--- config.mk ---
export PLATFORM = sky130hd
export DESIGN_NAME = jsp_out_fifo
export DESIGN_NICKNAME = d
export VERILOG_FILES = /design/src/hw/rtl/jsp_pkg.sv /design/src/hw/rtl/jsp_out_fifo.sv
export SDC_FILE = /design/constraint.sdc
export NUM_CORES = 1
export LEC_CHECK = 0
export BUFFER_PORTS_ARGS = -buffer_cell sky130_fd_sc_hd__buf_2
export CELL_PAD_IN_SITES_DETAIL_PLACEMENT = 0
export CELL_PAD_IN_SITES_GLOBAL_PLACEMENT = 1
export CORE_UTILIZATION = 30
export DETAILED_ROUTE_END_ITERATION = 8
export PLACE_DENSITY = 0.55
export RECOVER_POWER = 25
export SYNTH_ARGS = -nofsm -noshare
export SYNTH_HDL_FRONTEND = slang
export SYNTH_SLANG_ARGS = --single-unit
--- constraint.sdc ---
create_clock -name i_clk -period 3.73 [get_ports i_clk]
set_clock_uncertainty 0.05 [all_clocks]
set_input_delay 0.1865 -clock i_clk [delete_from_list [all_inputs] [get_ports i_clk]]
set_output_delay 0.1865 -clock i_clk [all_outputs]
set_load 0.02 [all_outputs]
--- src/hw/rtl/jsp_pkg.sv ---
// Shared types, constants and helpers for the Julia set pixel classifier.
// Depends on nothing; every other file in hw/rtl imports it.
package jsp_pkg;

    // Image geometry (powers of two) and iteration count.
    localparam int WIDTH_LOG2  = 11;
    localparam int HEIGHT_LOG2 = 11;
    localparam int WIDTH       = 1 << WIDTH_LOG2;
    localparam int HEIGHT      = 1 << HEIGHT_LOG2;
    localparam int ITERATIONS  = 5;
    localparam int HALF_SPAN   = 4;

    // Q4.28 fixed point.
    localparam int FRAC_BITS = 28;
    localparam int Q_W       = 32;
    localparam int SEED_W    = 31;
    localparam int COORD_W   = 11;

    localparam logic signed [63:0] Q_MAX64 = 64'sd2147483647;
    localparam logic signed [63:0] Q_MIN64 = -64'sd2147483648;
    // |z|^2 > 4.0 in Q8.56, compared on a 65-bit unsigned sum.
    localparam logic [64:0] ESC_LIMIT = 65'd4 << (2 * FRAC_BITS);

    // Configuration registers.
    localparam int CFG_IDX_W = 1;
    localparam logic [CFG_IDX_W-1:0] REG_SEED_REAL = 1'd0;
    localparam logic [CFG_IDX_W-1:0] REG_SEED_IMAG = 1'd1;
    localparam logic signed [SEED_W-1:0] SEED_REAL_RST = -31'sd268435456;
    localparam logic signed [SEED_W-1:0] SEED_IMAG_RST = 31'sd0;

    // Map stage, two stages per iteration cell, two stages in the final test.
    localparam int LATENCY    = 2 * ITERATIONS + 3;
    localparam int FIFO_AW    = $clog2(LATENCY + 1);
    localparam int FIFO_DEPTH = 1 << FIFO_AW;
    localparam int CREDITS    = FIFO_DEPTH + 1;
    localparam int CNT_W      = $clog2(CREDITS + 1);

    typedef logic signed [Q_W-1:0] t_q;

    typedef struct packed {
        logic               valid;
        logic [COORD_W-1:0] x;
        logic [COORD_W-1:0] y;
        t_q                 re;
        t_q                 im;
        logic               esc;
    } t_cell_data;

    typedef struct packed {
        logic [COORD_W-1:0] x;
        logic [COORD_W-1:0] y;
        logic               esc;
    } t_result;

    // Clamp a wide signed value into the Q4.28 range.
    function automatic t_q sat_q(input logic signed [63:0] v);
        t_q res;
        if (v > Q_MAX64) begin
            res = Q_MAX64[Q_W-1:0];
        end else if (v < Q_MIN64) begin
            res = Q_MIN64[Q_W-1:0];
        end else begin
            res = v[Q_W-1:0];
        end
        return res;
    endfunction

endpackage

--- src/hw/rtl/jsp_out_fifo.sv ---
// Result queue with registered read into the output register.
// Depends on jsp_pkg.
module jsp_out_fifo (
    input  logic              i_clk,
    input  logic              i_rst_n,
    input  logic              i_wr,
    input  jsp_pkg::t_result  i_wr_data,
    output logic              o_valid,
    output jsp_pkg::t_result  o_data,
    input  logic              i_stall
);
    import jsp_pkg::*;

    t_result              r_mem [FIFO_DEPTH];
    logic [FIFO_AW-1:0]   r_wptr;
    logic [FIFO_AW-1:0]   r_rptr;
    logic [FIFO_AW:0]     r_fill;
    logic                 r_out_valid;
    t_result              r_out;
    logic                 w_load;

    // refill the output register when it is empty or being taken
    assign w_load = (r_fill != '0) && (!r_out_valid || !i_stall);

    always_ff @(posedge i_clk) begin
        if (i_wr) begin
            r_mem[r_wptr] <= i_wr_data;
        end
        if (w_load) begin
            r_out <= r_mem[r_rptr];
        end
    end

    always_ff @(posedge i_clk) begin
        if (!i_rst_n) begin
            r_wptr      <= '0;
            r_rptr      <= '0;
            r_fill      <= '0;
            r_out_valid <= 1'b0;
        end else begin
            if (i_wr) begin
                r_wptr <= r_wptr + 1'b1;
            end
            if (w_load) begin
                r_rptr <= r_rptr + 1'b1;
            end
            r_fill      <= r_fill + (FIFO_AW+1)'(i_wr) - (FIFO_AW+1)'(w_load);
            r_out_valid <= w_load || (r_out_valid && i_stall);
        end
    end

    assign o_valid = r_out_valid;
    assign o_data  = r_out;

endmodule

# Word-level counts from Yosys, hierarchy flattened
# Memories as Yosys holds them, arrays and structs flattened. A register that Yosys moved wholly into a read port is not among the register bits.
# Index checks and enable logic that the tools add are counted.
# totals
wordCells	18
ram_bits	368
reg_bits	14
out_inout_bits	24
input_bits	27
n_memories	1
# memory_table
memory	depth	width	read_ports	rd_ports_with_merged_regs	wr	line	source
r_mem	16	23	1	1	1	jsp_out_fifo.sv:14	t_result r_mem [FIFO_DEPTH];
# op_classes
n_mux	2
n_addsub	4
n_reduce_logical	7
# op_table
cell	n
$add 4x1->4 const B	2
$add 5x1->5	1
$reduce_bool 5->1	1
$sub 5x1->5	1
$logic_and 1x1->1	2
$logic_not 1->1	2
$logic_or 1x1->1	2
$mux 1	2

# Longest topological paths before layout
# Gate-level depths: netlist of the first run.
# depth
word_depth	4
mapped_depth	12
mapped_depth_nobuf	12

# Worst setup path after synthesis of the first run
# Ideal clock, no wire load.
# synth_timing
kind	flip-flop to flip-flop
startpoint	register r_fill[2]
endpoint	register r_fill[4]
setup_time_ns	0.116
synth_period_minus_slack_ns	3.790
t_arrival_ns	3.625
stages_incl_launch_ff	13
n_path_buf	0
required_time_ns	3.564
setup_slack_ns	-0.060
cell_sequence	dfxtp_1 > inv_1 > ha_1 > nor4b_1 > a21oi_1 > ha_1 > inv_1 > ha_1 > fa_1 > a21oi_1 > nor2_1 > or3_1 > and3_1
# synth_between
elab_chain_len	3
elab_cells_between_ends	4
cone_classes	add/sub: 2; reduce/logical: 2
# synth_rtl
element	line	source
start, declared	jsp_out_fifo.sv:17	logic [FIFO_AW:0] r_fill;
start signal, assigned	jsp_out_fifo.sv:47	r_fill <= r_fill + (FIFO_AW+1)'(i_wr) - (FIFO_AW+1)'(w_load);
$reduce_bool 5->1	jsp_out_fifo.sv:23	assign w_load = (r_fill != '0) && (!r_out_valid || !i_stall);
$logic_and 1x1->1	jsp_out_fifo.sv:23	
net w_load	jsp_out_fifo.sv:20	logic w_load;
$sub 5x1->5	jsp_out_fifo.sv:47	
# The timed path passes the listed nets, and every way through them passes these cells.
# A chain may end at the register's enable or synchronous reset.

# Worst setup path after layout of the first run
# Same ends and word-level chain as after synthesis.

==> results of run 1 <==
==> cells in the mapped netlist, drive strengths merged <==
cell type    n
a221oi      46
ha          11
nand4        2
nor2         3
a21oi        3
nor4b        1
nand2       27
or3          1
dfxtp       14
a21boi       1
nor3b        1
nand3        1
and3         2
buf         26
mux2i       94
o21ai       24
nor2b        3
inv          9
mux4        46
a22oi       23
or4b         1
clkbuf      14
fa           1
xor2         4
and2        27
edfxtp     391
xnor2        5
a21o         1
==> worst max path at each step <==
stage	start	end	slack, ns	depth (start not counted)
2_1_floorplan	r_fill[2]	r_fill[4]	0.54	12
3_3_place_gp	r_fill[3]	r_fill[4]	0.76	12
3_5_place_dp	r_fill[2]	r_fill[4]	0.73	12
4_1_cts	r_fill[2]	r_fill[4]	0.71	12
5_1_grt	r_fill[2]	r_fill[4]	0.50	12
6_report	r_fill[2]	r_fill[4]	0.73	12
==> worst max-delay path: stages, from the launching register on <==
cell     delay [ns]
dfxtp_1        0.31
inv_1          0.08
ha_1           0.15
nor4b_1        0.55
a21oi_4        0.04
ha_1           0.30
inv_1          0.04
ha_1           0.20
fa_1           0.44
a21oi_1        0.16
nor2_1         0.06
or3_1          0.33
and3_1         0.18
==> state kept, by name, summed over array words and instances, names as in the netlist <==
register  count
o_data       23
o_valid       1
r_fill        5
r_mem       368
r_rptr        4
r_wptr        4
==> through the flow <==
step	worst slack [ns]	total power, W
after floorplan	0.541	0.00727
after detailed placement	0.732	0.00798
after global routing	0.499	0.0123
final	0.734	0.0118
after CTS	0.705	0.0120
after global placement	0.757	0.00797
==> logic make-up (layout without fill, tap and decap cells) <==
group | count (synthesis) | count (layout) | synth area share
AND/OR/NAND/NOR | 69 | 69 | 0.0232
flip-flops | 405 | 405 | 0.770
XOR/XNOR | 9 | 9 | 0.00505
buffers and inverters | 49 | 186 | 0.0179
adder cells (fa/ha/maj) | 12 | 12 | 0.0101
AO/OA/AOI/OAI | 98 | 98 | 0.0465
multiplexers | 140 | 140 | 0.127
==> area by class of cell <==
class	count	area [um2]	share of cell area
clock buffer	56	1170	0.0638
clock inverter	18	111	0.00609
tap	680	851	0.0465
inverter	9	33.8	0.00185
multi-input combinational	328	3330	0.182
timing repair buffer	103	766	0.0419
sequential	405	12000	0.658
==> timing repair <==
| item | CTS | global route |
|---|---|---|
| buffers inserted | 0 | 0 |
| endpoints found under the hold margin | 382 | 0 |
| hold buffers | 24 | 0 |
==> layer usage <==
layer / global-route usage / part of all wire / vias up
met2: 0.218 / 0.48 / 138
met1: 0.189 / 0.47 / 3925
li1: - / - / 3439
met5: 0 / 0 / -
met3: 0.0208 / 0.037 / 43
met4: 0.0344 / 0.018 / 0
==> where the power goes <==
group / switching (W) / leakage, nW / total [W] / internal [W]
clock: 0.00168 / 0.624 / 0.00394 / 0.00226
sequential: 0.000115 / 3.67 / 0.00542 / 0.00530
combinational: 0.00136 / 1.60 / 0.00242 / 0.00106
==> flow_metrics.tcl, run 1 <==
set metrics [dict create \
    final-instance-count-excl-fill 1599 \
    setup_violations 0 \
    crit_type "reg2reg" \
    mostFrequentLayoutCells "edfxtp_1, mux2i_1, a221oi_1" \
    placed_cells 1501 \
    hold_start "i_wr" \
    yosysWarnings 0 \
    synth_seq_cells 405 \
    wire_per_inst_um 22.0 \
    chipWidth_um 230 \
    n_antenna_cell 0 \
    fin_area_mm2 0.0183 \
    antenna_found_initial 0 \
    place.gp.congestion 0.685 \
    io_pins 51 \
    cts_made_buffers 44 \
    rsz0062_at_grt "no" \
    grt_max_degree 64 \
    dr.pass1.iters 4 \
    synth_area_mm2 0.0156 \
    clkTransAtPathRegs_ns 0.06 \
    clock_sinks 405 \
    dieArea_mm2 0.0530 \
    synthCells 782 \
    grt_remaining_overflow 0 \
    coreArea_mm2 0.0514 \
    power.density_mw_per_mm2 644 \
    r2r_end "r_fill[4]" \
    final_util 0.356 \
    clock_latency_ns 0.54 \
    synth_area_leaders "edfxtp_1, mux4_2, mux2i_1" \
    port_buffers 50 \
    dpl.hpwl_um 19000 \
    initial_core_util 0.304 \
    synth_area_leader_cell "edfxtp_1" \
    hold_end "r_wptr[1]" \
    ant_nets 0 \
    worstReg2RegStart "r_fill[2]" \
    status "complete, no violations" \
    fmax_mhz 334 \
    hold_ws_ns 0.0341 \
    cap_violations 0 \
    grt_pass1_wl_um 52700 \
    h-tree-depth 2 \
    slew_headroom 0.403 \
    holdCritPathClass "in2reg" \
    track_usage 0.135 \
    routed_via_density 4.72 \
    root_buffer "clkbuf_16" \
    fill_cells 4800 \
    maxSlewViolCount 0 \
    synth_fp_nets 821 \
    drtIter0Drc 419 \
    cts_tree "done" \
    num_vias 7545 \
    tns_ns 0 \
    die_h_um 230 \
    area_delta_synth_final_pct 17.1 \
    layout_min_cycle_time_ns 3.00 \
    cts_resized 0 \
    crit_path_start_kind "flop" \
    layout-drive-gt1-share 0.184 \
    drcViolationCount 0 \
    place_area_mm2 0.0168 \
    synthDistinctLibCells 33 \
    worstPathArrival_ns 3.37 \
    r2r_cells 12 \
    peakVddDrop_mv 0.391 \
    end_kind "flop" \
    ys_seq_area_frac 0.770 \
    hold_viol 0 \
    crit_required_ns 4.10 \
    row_count 83 \
    layout.cells.most_common "edfxtp_1" \
    period_share 0.803 \
    cp_max_fo 2 \
    first_global_vias 7994 \
    worstHoldPathCells 3 \
    layout.nets 930 \
    routed_wl_um 35200 \
    clockBufferDepth 3 \
    synth.avg_cell_area_um2 20.0 \
    reg2reg_slack_ns 0.73 \
    leakage_nw 5.89 \
    worst_pin_slew_ns 0.895 \
    synth_top_area_frac 0.752 \
]
No activity file was read; power rests on OpenSTA's default activity.
==> inputs of run 2 (changes only) <==
Settings changed: PLACE_DENSITY 0.55 to 0.53.
Clock period 3.73 ns to 2.8 ns, I/O delays scaled along.
==> flow_metrics.tcl, run 2 (synthesis gave the netlist of run 1 again) <==
set metrics [dict create \
    routed_wl_um 36100 \
    cap_violations 0 \
    largest_register "r_mem" \
    fin_area_mm2 0.0186 \
    n_antenna_cell 0 \
    layout.cells.most_common "edfxtp_1" \
    end_kind "flop" \
    coreArea_mm2 0.0514 \
    rsz0062_at_grt "no" \
    worstPathArrival_ns 2.96 \
    period_share 0.915 \
    leakage_nw 6.08 \
    routed_via_density 4.69 \
    drcViolationCount 0 \
    status "complete, no violations" \
    crit_path_start_kind "flop" \
    cp_cell_sequence "inv_1 -> ha_1 -> nor4b_4 -> a21oi_4 -> ha_1 -> inv_1 -> ha_2 -> fa_2 -> a21oi_2 -> nor2_1 -> or3_1 -> and3_1" \
    final_util 0.362 \
    num_vias 7648 \
    chipWidth_um 230 \
    root_buffer "clkbuf_16" \
    slew_headroom 0.549 \
    io_pins 51 \
    peakVddDrop_mv 0.409 \
    drtIter0Drc 400 \
    place_area_mm2 0.0170 \
    met1_usage 0.191 \
    ant_nets 0 \
    antenna_found_initial 0 \
    grt_remaining_overflow 0 \
    largest_register_ffs 368 \
    worst_pin_slew_ns 0.676 \
    track_usage 0.139 \
    power.density_mw_per_mm2 864 \
    dr.pass1.iters 5 \
    cp_max_fo 2 \
    met2_usage 0.226 \
    fill_cells 4788 \
    wire_per_inst_um 22.2 \
    holdCritPathClass "in2reg" \
    die_h_um 230 \
    row_count 83 \
    cts_made_buffers 46 \
    area_delta_synth_final_pct 19.2 \
    use_met3 0.0231 \
    grt_pass1_wl_um 53900 \
    hold_ws_ns 0.443 \
    max_stage_delay_ns 0.35 \
    crit_type "reg2reg" \
    dieArea_mm2 0.0530 \
    clock_sinks 405 \
    setup_violations 0 \
    layout.nets 956 \
    port_buffers 50 \
    hold_viol 0 \
    cts_tree "done" \
    dpl.hpwl_um 20800 \
    dp_slack_ns 0.228 \
    top_usage_layer "met2" \
    cts_setup_buffers 0 \
    grt_max_degree 51 \
    initial_core_util 0.304 \
    maxSlewViolCount 0 \
    clkTransAtPathRegs_ns 0.06 \
    first_global_vias 7950 \
    slowest_stage "fa_2" \
    h-tree-depth 2 \
    layout-drive-gt1-share 0.212 \
    crit_required_ns 3.20 \
    layout_min_cycle_time_ns 2.56 \
    clockBufferDepth 3 \
    clock_latency_ns 0.57 \
    mostFrequentLayoutCells "edfxtp_1, mux2i_1, a221oi_1, clkbuf_16, buf_4" \
    fin_ws_ns 0.239 \
    tns_ns 0 \
    fmax_mhz 391 \
    place.gp.congestion 0.704 \
]
==> run 2: timing repair <==
item                      CTS  global route
resized for setup           0             0
hold endpoints to repair  382             0
hold buffers               26             0
==> run 2: stage by stage <==
step                      cells  total power [W]
final                      1631           0.0161
after global routing       1631           0.0168
after CTS                  1631           0.0164
after detailed placement   1523           0.0107
after global placement     1523           0.0107
after floorplan             782          0.00974
==> run 2: area by class of cell <==
cell class              instances  area (um2)  share of cell area
multi-input cells             328        3360               0.180
repair buffers                127         963              0.0518
clock buffers                  61        1230              0.0660
inverters                       9        33.8             0.00182
well taps                     680         851              0.0457
flip-flops and latches        405       12000               0.646
clock inverters                21         151             0.00814
==> run 2: per-layer routing <==
metal | vias up | routed length [um]
met1 | 3963 | 16700
met5 | - | 0
met4 | 0 | 628
li1 | 3507 | -
met2 | 132 | 17400
met3 | 46 | 1350
==> run 2: critical path, delay by kind of cell (launching register included) <==
family                     cells  cell delay, ns
AOI/OAI and AO/OA              2            0.17
adders and majority gates      4            0.96
buffers and inverters          2            0.12
DFF                            1            0.32
and+or+nand+nor                4            0.83
==> run 2: worst paths after layout <==
kind | from | endpoint | slack (ns) | depth (start not counted)
max | r_fill[3] | r_fill[4] | 0.24 | 12
min | i_rst_n | r_rptr[0] | 0.44 | 3
max reg2reg | r_fill[3] | r_fill[4] | 0.24 | 12
min reg2reg | r_wptr[1] | r_wptr[1] | 0.55 | 2
==> run 2: where the power goes <==
part | switching [W] | total [W] | internal (W)
clock | 0.00239 | 0.00557 | 0.00318
combinational | 0.00180 | 0.00328 | 0.00147
sequential | 0.000162 | 0.00723 | 0.00707
total | 0.00435 | 0.0161 | 0.0117
